<file path="src/sv/lca_ests_pkg.sv">
package lca_ests_pkg;

    localparam int NODE_W  = 10;
    localparam int DEPTH_W = 10;
    localparam int ENTRY_W = DEPTH_W + NODE_W;

    localparam logic CMD_LOAD  = 1'b0;
    localparam logic CMD_QUERY = 1'b1;

    typedef struct packed {
        logic               cmd;
        logic [NODE_W-1:0]  tour_node;
        logic [DEPTH_W-1:0] tour_depth;
        logic               tour_last;
        logic [NODE_W-1:0]  node_a;
        logic [NODE_W-1:0]  node_b;
    } lca_ests_req_t;

    typedef struct packed {
        logic [NODE_W-1:0] ancestor;
        logic              error;
    } lca_ests_rsp_t;

    // Commands from the controller to the datapath.
    typedef struct packed {
        logic capture;
        logic clr_step;
        logic load_do;
        logic bld_init;
        logic bld_rd;
        logic bld_wr;
        logic q_pos;
        logic q_ent;
        logic q_calc;
        logic q_tab;
        logic q_out;
    } lca_ests_cmd_t;

    // Status from the datapath to the controller.
    typedef struct packed {
        logic clr_done;
        logic tour_last;
        logic bld_done;
    } lca_ests_sts_t;

endpackage

</file>
<file path="src/sv/lca_ests_ctrl.sv">
module lca_ests_ctrl
    import lca_ests_pkg::*;
(
    input  logic          clk,
    input  logic          rst_n,
    input  logic          start,
    input  logic          req_cmd,
    input  lca_ests_sts_t sts,
    output lca_ests_cmd_t cmd,
    output logic          busy
);

    typedef enum logic [3:0] {
        S_CLEAR,
        S_IDLE,
        S_LOAD,
        S_BINIT,
        S_BCHK,
        S_BRD,
        S_BWR,
        S_QPOS,
        S_QENT,
        S_QCALC,
        S_QTAB,
        S_QOUT
    } state_t;

    state_t state_reg;
    state_t state_next;
    logic   busy_reg;
    logic   busy_next;
    logic   accept;

    assign accept = start && !busy_reg;
    assign busy   = busy_reg;

    always_comb
    begin
        state_next = state_reg;
        case (state_reg)
            S_CLEAR:
            begin
                if (sts.clr_done)
                begin
                    state_next = S_IDLE;
                end
            end
            S_IDLE:
            begin
                if (accept)
                begin
                    state_next = (req_cmd == CMD_QUERY) ? S_QPOS : S_LOAD;
                end
            end
            S_LOAD:  state_next = sts.tour_last ? S_BINIT : S_IDLE;
            S_BINIT: state_next = S_BCHK;
            S_BCHK:  state_next = sts.bld_done ? S_IDLE : S_BRD;
            S_BRD:   state_next = S_BWR;
            S_BWR:   state_next = S_BCHK;
            S_QPOS:  state_next = S_QENT;
            S_QENT:  state_next = S_QCALC;
            S_QCALC: state_next = S_QTAB;
            S_QTAB:  state_next = S_QOUT;
            S_QOUT:  state_next = S_IDLE;
            default: state_next = S_IDLE;
        endcase
        busy_next = (state_next != S_IDLE);
    end

    always_ff @(posedge clk or negedge rst_n)
    begin
        if (!rst_n)
        begin
            state_reg <= S_CLEAR;
            busy_reg  <= 1'b1;
        end
        else
        begin
            state_reg <= state_next;
            busy_reg  <= busy_next;
        end
    end

    always_comb
    begin
        cmd          = '0;
        cmd.capture  = (state_reg == S_IDLE) && accept;
        cmd.clr_step = (state_reg == S_CLEAR);
        cmd.load_do  = (state_reg == S_LOAD);
        cmd.bld_init = (state_reg == S_BINIT);
        cmd.bld_rd   = (state_reg == S_BRD);
        cmd.bld_wr   = (state_reg == S_BWR);
        cmd.q_pos    = (state_reg == S_QPOS);
        cmd.q_ent    = (state_reg == S_QENT);
        cmd.q_calc   = (state_reg == S_QCALC);
        cmd.q_tab    = (state_reg == S_QTAB);
        cmd.q_out    = (state_reg == S_QOUT);
    end

endmodule

</file>
<file path="config.mk">
export PLATFORM = sky130hd
export DESIGN_NAME = lca_ests_ctrl
export DESIGN_NICKNAME = d
export VERILOG_FILES = /design/src/sv/lca_ests_pkg.sv /design/src/sv/lca_ests_ctrl.sv
export SDC_FILE = /design/constraint.sdc
export NUM_CORES = 1
export LEC_CHECK = 0
export BUFFER_PORTS_ARGS = -buffer_cell sky130_fd_sc_hd__buf_2
export CAP_MARGIN = 20
export CORE_AREA = 3 3 40 42
export DETAILED_ROUTE_END_ITERATION = 8
export DIE_AREA = 0 0 43 45
export REMOVE_ABC_BUFFERS = 1
export SETUP_SLACK_MARGIN = 0.05
export SYNTH_ARGS = -nofsm -noshare
export SYNTH_HDL_FRONTEND = slang
export SYNTH_SLANG_ARGS = --single-unit
</file>
<file path="constraint.sdc">
create_clock -name clk -period 1.5 [get_ports clk]
set_input_delay 0.3 -clock clk [delete_from_list [all_inputs] [get_ports clk]]
set_output_delay 0.3 -clock clk [all_outputs]
set_load 0.01 [all_outputs]
</file>
* Word level (Yosys, flattened, before mapping)
Cells that the tools add are included.
Word-level totals: bits of input ports 7, register bits 5, word-level logic and storage cells 25, output and inout port bits 12
Cells by class: muxes and demuxes 6, reductions and logical operators 5, equal/unequal tests 12
Operator list (count):
- 4-bit case mux with 10 select lines | 1
- 4-bit by 3-bit == test with 1-bit output, second input constant | 4
- 4-bit == test, second input constant | 4
- 4-bit by 2-bit == test with 1-bit output, second input constant | 2
- 4-bit two-way mux | 2
- 3-bit two-way mux | 2
- 4-bit by 1-bit == test with 1-bit output, second input constant | 1
- 4-bit logical NOT | 1
- 4-bit by 1-bit != test with 1-bit output, second input constant | 1
- 1-bit logical AND | 2
- 2-bit two-way mux | 1
- 2-bit OR reduction | 1
- 1-bit logical NOT | 1

* Longest topological paths before layout
Gate-level depths: netlist of run 1.
depth after elaboration 5, depth in mapped cells 6, mapped depth without buffers 4

* Worst setup path after synthesis of run 1
No wires, ideal clock.
path kind register to output, from reg state_reg[1], to out cmd[10] (netlist bit), path slack 0.069 ns, stages on the path, launching flop included 3, arrival 1.131 ns, data required time 1.200 ns, path buffers 0, cells stage by stage dfrtp_1 nand2b_1 nor4b_1
RTL lines:
- start: declaration | line lca_ests_ctrl.sv:28 | state_t state_reg;
- start signal: assignment | line lca_ests_ctrl.sv:79 | state_reg <= state_next;
- end: declaration | line lca_ests_ctrl.sv:9 | output lca_ests_cmd_t cmd,

==> results of run 1 <==
-- critical path, stage by stage, from the launching register on --
cell and delay, ps:
dfrtp_2 480, nor4_4 320, buf_2 180
-- per-layer routing --
layer / up-vias / GRT usage [%]
li1: 227 / -
met2: 19 / 23.1
met1: 211 / 12.3
met3: 2 / 3.19
met4: 0 / 7.23
met5: - / 0
-- final cells by class --
| class | count | area share, % |
|---|---|---|
| clock buffers | 4 | 3.90 |
| well taps | 15 | 2.78 |
| inverters | 1 | 0.557 |
| repair buffers | 33 | 32.1 |
| multi-input cells | 34 | 41.4 |
| flip-flops and latches | 5 | 19.3 |
-- final timing paths --
path / slack, ps / end / cells past startpoint
worst max-delay path: -10 / cmd[9] / 2
worst min-delay path: 340 / state_reg[0]$_DFF_PN0_ / 3
worst max register to register: 50 / busy$_DFF_PN1_ / 5
worst min register to register: 610 / state_reg[2]$_DFF_PN0_ / 1
max in group asynchronous: 890 / busy$_DFF_PN1_ / 2
min in group asynchronous: 400 / state_reg[1]$_DFF_PN0_ / 2
-- what timing repair did --
item,4_1_cts,5_1_grt
pin swaps,0,4
gates resized for setup,12,5
hold buffers,1,0
setup buffers,4,4
endpoints found under the hold margin,4,0
endpoints found under the setup margin,11,13
-- power groups by stage --
stage	Sequential [uW]	Clock [uW]	Combinational [uW]
2_1_floorplan	315	0	387
5_1_grt	377	176	1000
6_report	364	151	945
3_3_place_gp	313	0	670
4_1_cts	353	160	825
3_5_place_dp	313	0	668
-- synth_stat cells --
library cell	count
nor2_1	9
dfrtp_1	4
buf_2	3
nand2b_1	3
nor3_1	3
a21oi_1	2
nand2_1	2
nand4bb_1	2
o22ai_1	2
a211o_1	1
a211oi_2	1
a21o_2	1
a311oi_1	1
and2_1	1
buf_6	1
dfstp_2	1
inv_1	1
nand2b_4	1
nor2b_1	1
nor4_1	1
nor4b_1	1
o311ai_2	1
or3b_1	1
-- stage by stage --
| stage | total power (uW) | instance area (um^2) | setup slack (ps) | std cells |
|---|---|---|---|---|
| after global routing | 1550 | 674 | -85.9 | 92 |
| after CTS | 1340 | 628 | -16.7 | 88 |
| after global placement | 983 | 509 | 95.4 | 79 |
| after floorplan | 702 | 355 | 66.7 | 40 |
| after detailed placement | 980 | 509 | 107 | 79 |
| final | 1460 | 674 | -13.8 | 92 |
-- cells by family after synthesis --
family,count (synthesis),synth area share [%]
compound gates,9,20.3
buf+inv,5,7.87
flops,5,33.1
simple gates,25,38.7
==> impl_table.tex, run 1 <==
\begin{tabular}{lr}
\hline
Metric & Value \\
\hline
\multicolumn{2}{l}{\textbf{Yosys}} \\
Fraction of the yosys area taken by sequential cells & 33.1\% \\
YS warnings & 0 \\
Average instance area after synthesis & 8.67 um\^{}2 \\
Leading cell types by total area after synthesis & dfrtp\_1, nor2\_1, dfstp\_2, nand4bb\_1, nand2b\_1 \\
Cell type with the largest total area after synthesis & dfrtp\_1 \\
Area share of the largest cell type after synthesis & 26.2\% \\
Library cells used by synthesis & 23 \\
Post-Synthesis Cells & 44 \\
Count of state elements after synthesis & 5 \\
Mapped Area & 382 um\^{}2 \\
\multicolumn{2}{l}{\textbf{STA}} \\
Final number of max-transition violations & 0 \\
Worst Hold Slack & 338 ps \\
Max Fclk & 661 MHz \\
Final period util & 101\% \\
Final period demand of the worst path & 1510 ps \\
Slew HR & 82.9\% \\
Unrepaired setup endpoints after global routing & yes \\
Total of endpoints with negative setup slack in the final report & 1 \\
Hold violation total from the final report & 0 \\
Worst clock skew on the final layout & 1.55 ps \\
Transition time at the pin with the least slew margin & 255 ps \\
Final setup margin & -13.8 ps \\
Fin Setup TNS & -13.8 ps \\
\multicolumn{2}{l}{\textbf{Power}} \\
Clock share of power & 10.4\% \\
Power density normalized to cell area & 2160 nW/um\^{}2 \\
Max IR drop VDD & 956 uV \\
Switching Power & 614 uW \\
Leakage power of the design & 0.000325 uW \\
Power share of the sequential group & 24.9\% \\
Switching part of the total power & 42.1\% \\
Power Internal & 846 uW \\
Part of the power in combinational logic & 64.7\% \\
\multicolumn{2}{l}{\textbf{Floorplanning}} \\
Count of boundary I/O pins & 19 \\
Cell Rows & 13 \\
Horiz. Die Dim & 43 um \\
Floorplan die area & 1940 um\^{}2 \\
Core area & 1280 um\^{}2 \\
Height of the chip & 45 um \\
Starting Density & 29.7\% \\
\multicolumn{2}{l}{\textbf{GRT}} \\
Combined global-route utilization of all metal layers & 12.3\% \\
Vias in the first global route & 405 \\
Final global-route overflow total & 0 \\
First-pass GRT wire length & 1.75 mm \\
Antenna violations before repair & 0 \\
Largest net degree at the start of global routing & 9 \\
\multicolumn{2}{l}{\textbf{Worst hold path}} \\
HP Class & primary input to flop \\
Hold\_sp & sts[2] \\
\multicolumn{2}{l}{\textbf{Cells and area}} \\
Antenna diode instance count & 0 \\
Layout filler cell count & 126 \\
Most common cell after layout, fill and taps aside & buf\_2 \\
Multi-input gate area & 279 um\^{}2 \\
Sequential cell area & 130 um\^{}2 \\
Fin util & 52.5\% \\
Number of flip-flops in the largest register & 4 \\
Area added between synthesis and finish & 76.7\% \\
Proportion of layout cells with a drive suffix above 1 & 66.2\% \\
Most frequent cells in the layout & buf\_2, buf\_4, nor2\_1 \\
Final \#Nets & 85 \\
\multicolumn{2}{l}{\textbf{Clocking}} \\
Clock-pin slew reported for the worst setup and hold paths after clock tree synthesis & 40 ps \\
Root Buffer & clkbuf\_4 \\
Skew-Pair Late Insertion Delay & 240 ps \\
Number of buffers created by CTS & 3 \\
TritonCTS clock tree & built \\
Maximum count of clock buffers along a single path & 2 \\
Count of H-tree levels built during CTS & 1 \\
CTS sink cnt & 5 \\
\multicolumn{2}{l}{\textbf{Routing}} \\
Count of vias placed by the detailed router & 459 \\
Top routing layer in use & met4 \\
Amount of wire on met2 after detailed routing & 614 um \\
Met3 Routed Length & 78 um \\
Total Wirelength & 1.14 mm \\
Detailed-route DRC error count & 0 \\
Final ANT Viol Nets & 0 \\
Number of search-and-repair iterations in the first detailed-routing pass & 4 \\
Post-detailed-route wirelength per cell & 12.4 um \\
Met1 routed wirelength after detailed routing & 440 um \\
Detailed router's first-iteration violation count & 4 \\
Per-cell via count in the routed design & 4.99 \\
\multicolumn{2}{l}{\textbf{Placement}} \\
Half-perimeter wire length of the detailed placement result & 754 um \\
Port-buffer cells & 18 \\
Final estimated routing congestion in global placement & 0.787 \\
\multicolumn{2}{l}{\textbf{Setup path}} \\
Critical path class & flop to output pin \\
First element of the critical path & state\_reg[3]\$\_DFF\_PN0\_ \\
Kind of capture point of the worst setup path & output pin \\
CP Max Fanout & 7 \\
Crit Reg-Reg Startpoint & state\_reg[0]\$\_DFF\_PN0\_ \\
Required time at the endpoint of the critical path & 1200 ps \\
Arrival @ worst endpoint & 1210 ps \\
Worst Setup Start Kind & flop \\
\multicolumn{2}{l}{\textbf{Flow run}} \\
MaxCap Viol Count & 0 \\
\multicolumn{2}{l}{\textbf{Run status}} \\
Violated checks & setup timing \\
Run status & complete, but fails checks \\
\hline
\end{tabular}
Power figures use the tool's default switching activity.
==> inputs of run 2 (changes only) <==
--- a/config.mk
+++ b/config.mk
@@ -5,13 +5,16 @@
 export SDC_FILE = /design/constraint.sdc
 export NUM_CORES = 1
 export LEC_CHECK = 0
+export ABC_AREA = 1
 export BUFFER_PORTS_ARGS = -buffer_cell sky130_fd_sc_hd__buf_2
 export CAP_MARGIN = 20
 export CORE_AREA = 3 3 40 42
+export CTS_CLUSTER_DIAMETER = 40
 export DETAILED_ROUTE_END_ITERATION = 8
 export DIE_AREA = 0 0 43 45
 export REMOVE_ABC_BUFFERS = 1
 export SETUP_SLACK_MARGIN = 0.05
+export SKIP_CTS_REPAIR_TIMING = 1
 export SYNTH_ARGS = -nofsm -noshare
 export SYNTH_HDL_FRONTEND = slang
 export SYNTH_SLANG_ARGS = --single-unit
==> impl_table.tex, run 2 <==
\begin{tabular}{lr}
\hline
Metric & Value \\
\hline
\multicolumn{2}{l}{\textbf{Floorplanning}} \\
Cell Rows & 13 (unchanged) \\
Starting Density & 32.3\% (+2.6 points) \\
Core area & 1280 um\^{}2 (unchanged) \\
Count of boundary I/O pins & 19 (unchanged) \\
Horiz. Die Dim & 43 um (unchanged) \\
Height of the chip & 45 um (unchanged) \\
Floorplan die area & 1940 um\^{}2 (unchanged) \\
\multicolumn{2}{l}{\textbf{Placement}} \\
Port-buffer cells & 18 (unchanged) \\
Final estimated routing congestion in global placement & 0.828 (+5.2\%) \\
Worst Setup Slack post-DPL & 139 ps (+31.8 ps) \\
Area post-placement & 524 um\^{}2 (+2.9\%) \\
Half-perimeter wire length of the detailed placement result & 846 um (+12\%) \\
Placed Instances & 104 (+32\%) \\
\multicolumn{2}{l}{\textbf{Yosys}} \\
Library cells used by synthesis & 13 (-43\%) \\
Count of state elements after synthesis & 5 (unchanged) \\
YS warnings & 0 (unchanged) \\
Post-Synthesis Cells & 71 (+61\%) \\
Area share of the largest cell type after synthesis & 24.1\% (-2.1 points) \\
Average instance area after synthesis & 5.85 um\^{}2 (-33\%) \\
Leading cell types by total area after synthesis & dfrtp\_1, nand2\_1, nor2\_1, inv\_1, nor2\_2 \\
Number of flops mapped to enable cells by yosys & 0 (unchanged) \\
Synth Flop Type & dfrtp\_1 \\
Most common library cells after synthesis & nand2\_1, nor2\_1, inv\_1 \\
Fraction of the yosys area taken by sequential cells & 30.4\% (-2.7 points) \\
Cell type with the largest total area after synthesis & dfrtp\_1 \\
Mapped Area & 415 um\^{}2 (+8.9\%) \\
Most common cell in the synthesized netlist & nand2\_1 \\
Post-synth ARST share & 100\% (unchanged) \\
\multicolumn{2}{l}{\textbf{STA}} \\
Unrepaired setup endpoints after global routing & yes \\
Worst Hold Slack & 367 ps (+28.9 ps) \\
Final period demand of the worst path & 1530 ps (+11.8 ps) \\
Worst clock skew on the final layout & 0.142 ps (-1.41 ps) \\
Transition time at the pin with the least slew margin & 174 ps (-81.5 ps) \\
Max Fclk & 655 MHz (-0.77\%) \\
Hold violation total from the final report & 0 (unchanged) \\
Final setup margin & -25.6 ps (-11.8 ps) \\
Total of endpoints with negative setup slack in the final report & 3 (+2) \\
Final period util & 102\% (+0.78 points) \\
Slew HR & 88.4\% (+5.4 points) \\
Final number of max-transition violations & 0 (unchanged) \\
\multicolumn{2}{l}{\textbf{Run status}} \\
Run status & complete, but fails checks \\
Violated checks & setup timing \\
\multicolumn{2}{l}{\textbf{Clocking}} \\
Skew-Pair Late Insertion Delay & 230 ps (about the same) \\
CTS sink cnt & 5 (unchanged) \\
TritonCTS clock tree & built \\
Count of H-tree levels built during CTS & 1 (unchanged) \\
Number of buffers created by CTS & 3 (unchanged) \\
Clock-pin slew reported for the worst setup and hold paths after clock tree synthesis & 40 ps (about the same) \\
Maximum count of clock buffers along a single path & 2 (unchanged) \\
Root Buffer & clkbuf\_4 \\
\multicolumn{2}{l}{\textbf{Setup path}} \\
Capture point of the critical path & cmd[6] \\
Kind of capture point of the worst setup path & output pin \\
Required time at the endpoint of the critical path & 1200 ps (about the same) \\
Arrival @ worst endpoint & 1230 ps (+20 ps) \\
Worst Setup Start Kind & flop \\
First element of the critical path & state\_reg[2]\$\_DFF\_PN0\_ \\
Crit Reg-Reg Startpoint & state\_reg[2]\$\_DFF\_PN0\_ \\
Register-to-register setup slack & 160 ps (+110 ps) \\
Delay of the slowest critical-path stage & 420 ps (-60 ps) \\
Critical register-to-register path endpoint & busy\$\_DFF\_PN1\_ \\
Buffering stage count on the worst path with inverters included & 3 (+2) \\
Critical path's slowest cell & dfrtp\_1 \\
Critical path class & flop to output pin \\
Critical-path cell list & inv\_2, nor2\_4, inv\_2, nor2\_2, buf\_2 \\
Worst Reg-to-Reg Cells & 8 (+3) \\
CP Max Fanout & 4 (-3) \\
Largest delay contributor family on the critical path & flip-flops \\
Cell depth of the worst setup path & 5 (+3) \\
Cell with the most instances on the worst path & inv\_2 \\
\multicolumn{2}{l}{\textbf{Routing}} \\
Detailed router's first-iteration violation count & 9 (+5) \\
Per-cell via count in the routed design & 4.47 (-10\%) \\
Detailed-route DRC error count & 0 (unchanged) \\
Count of vias placed by the detailed router & 528 (+15\%) \\
Number of search-and-repair iterations in the first detailed-routing pass & 4 (unchanged) \\
Total Wirelength & 1.18 mm (+3.1\%) \\
Final ANT Viol Nets & 0 (unchanged) \\
Post-detailed-route wirelength per cell & 9.96 um (-20\%) \\
\multicolumn{2}{l}{\textbf{Cells and area}} \\
Proportion of layout cells with a drive suffix above 1 & 49.5\% (-17 points) \\
Final non-filler cell area & 662 um\^{}2 (-1.9\%) \\
Final \#Nets & 111 (+31\%) \\
Area added between synthesis and finish & 59.3\% \\
Most common cell after layout, fill and taps aside & nand2\_1 \\
Final Non-Filler Cells & 118 (+28\%) \\
Most frequent cells in the layout & nand2\_1, buf\_2, nor2\_1 \\
Number of flip-flops in the largest register & 4 (unchanged) \\
Fin util & 51.5\% (-0.97 points) \\
Antenna diode instance count & 0 (unchanged) \\
Layout filler cell count & 138 (+9.5\%) \\
\multicolumn{2}{l}{\textbf{Power}} \\
Part of the power in combinational logic & 67.9\% (+3.2 points) \\
Leakage power of the design & 0.000413 uW (+27\%) \\
Switching part of the total power & 48.9\% (+6.8 points) \\
Max IR drop VDD & 909 uV (-4.9\%) \\
Clock share of power & 10.7\% (+0.3 points) \\
Switching Power & 682 uW (+11\%) \\
Power Internal & 712 uW (-16\%) \\
Power share of the sequential group & 21.4\% (-3.5 points) \\
Power density normalized to cell area & 2110 nW/um\^{}2 (-2.7\%) \\
\multicolumn{2}{l}{\textbf{GRT}} \\
Largest net degree at the start of global routing & 8 (-1) \\
Combined global-route utilization of all metal layers & 10.4\% (-2.0 points) \\
Antenna violations before repair & 0 (unchanged) \\
First-pass GRT wire length & 1.56 mm (-11\%) \\
Vias in the first global route & 413 (+2.0\%) \\
Final global-route overflow total & 0 (unchanged) \\
\multicolumn{2}{l}{\textbf{Flow run}} \\
MaxCap Viol Count & 0 (unchanged) \\
\multicolumn{2}{l}{\textbf{Worst hold path}} \\
HP Class & primary input to flop \\
\hline
\end{tabular}
run 2: cell types whose count changed after synthesis, sizes merged, moves of 2 or more:
cell     change
nand2       +23
inv         +13
nor2        +10
nand3        +5
buf          -4
nand2b       -4
nor3         -3
a21oi        -2
nand4bb      -2
o22ai        -2
run 2: per-stage QoR:
| stage | TNS [ps] | power (uW) |
|---|---|---|
| global placement | 0 | 989 |
| floorplan | 0 | 793 |
| CTS | -114 | 1140 |
| detailed placement | 0 | 987 |
| finish | -37.3 | 1390 |
| global route | -486 | 1520 |
run 2: worst min-delay path, delay by kind of cell:
| family | cells | cell delay (ps) |
|---|---|---|
| buffers and inverters | 2 | 110 |
| AND/OR/NAND/NOR | 3 | 150 |
run 2: cell families after synthesis:
| group | Yosys count | synth area share [%] |
|---|---|---|
| compound gates | 1 | 1.81 |
| buf+inv | 14 | 12.7 |
| flops | 5 | 30.4 |
| simple gates | 51 | 55.1 |
run 2: layout make-up:
class	instances	area (um^2)	area share [%]
Multi-Input combinational cell	52	262	39.5
Timing Repair Buffer	28	174	26.3
Sequential cell	5	129	19.5
Inverter	14	52.6	7.94
Clock buffer	4	26.3	3.97
Tap cell	15	18.8	2.84
run 2: power by group through the flow:
stage	registers [uW]	clock network [uW]	logic, uW
2_1_floorplan	275	0	518
3_3_place_gp	284	0	704
3_5_place_dp	284	0	703
4_1_cts	282	155	705
5_1_grt	308	168	1040
6_report	299	149	946
run 2: worst min path at each step:
stage	from	to	cells after the start	slack [ps]
4_1_cts	rst_n	state_reg[0]$_DFF_PN0_	1	-130
3_3_place_gp	rst_n	state_reg[2]$_DFF_PN0_	1	120
6_report	sts[2]	state_reg[0]$_DFF_PN0_	5	370
5_1_grt	sts[1]	state_reg[1]$_DFF_PN0_	3	390
3_5_place_dp	rst_n	state_reg[2]$_DFF_PN0_	1	120
2_1_floorplan	rst_n	state_reg[0]$_DFF_PN0_	0	4
run 2: routing by layer:
metal / part of all wire (%) / track usage (%) / up-vias
li1: - / - / 273
met1: 41 / 13.2 / 242
met2: 53 / 18.3 / 13
met3: 5.5 / 1.20 / 0
met4: 0 / 3.61 / 0
met5: 0 / 0 / -
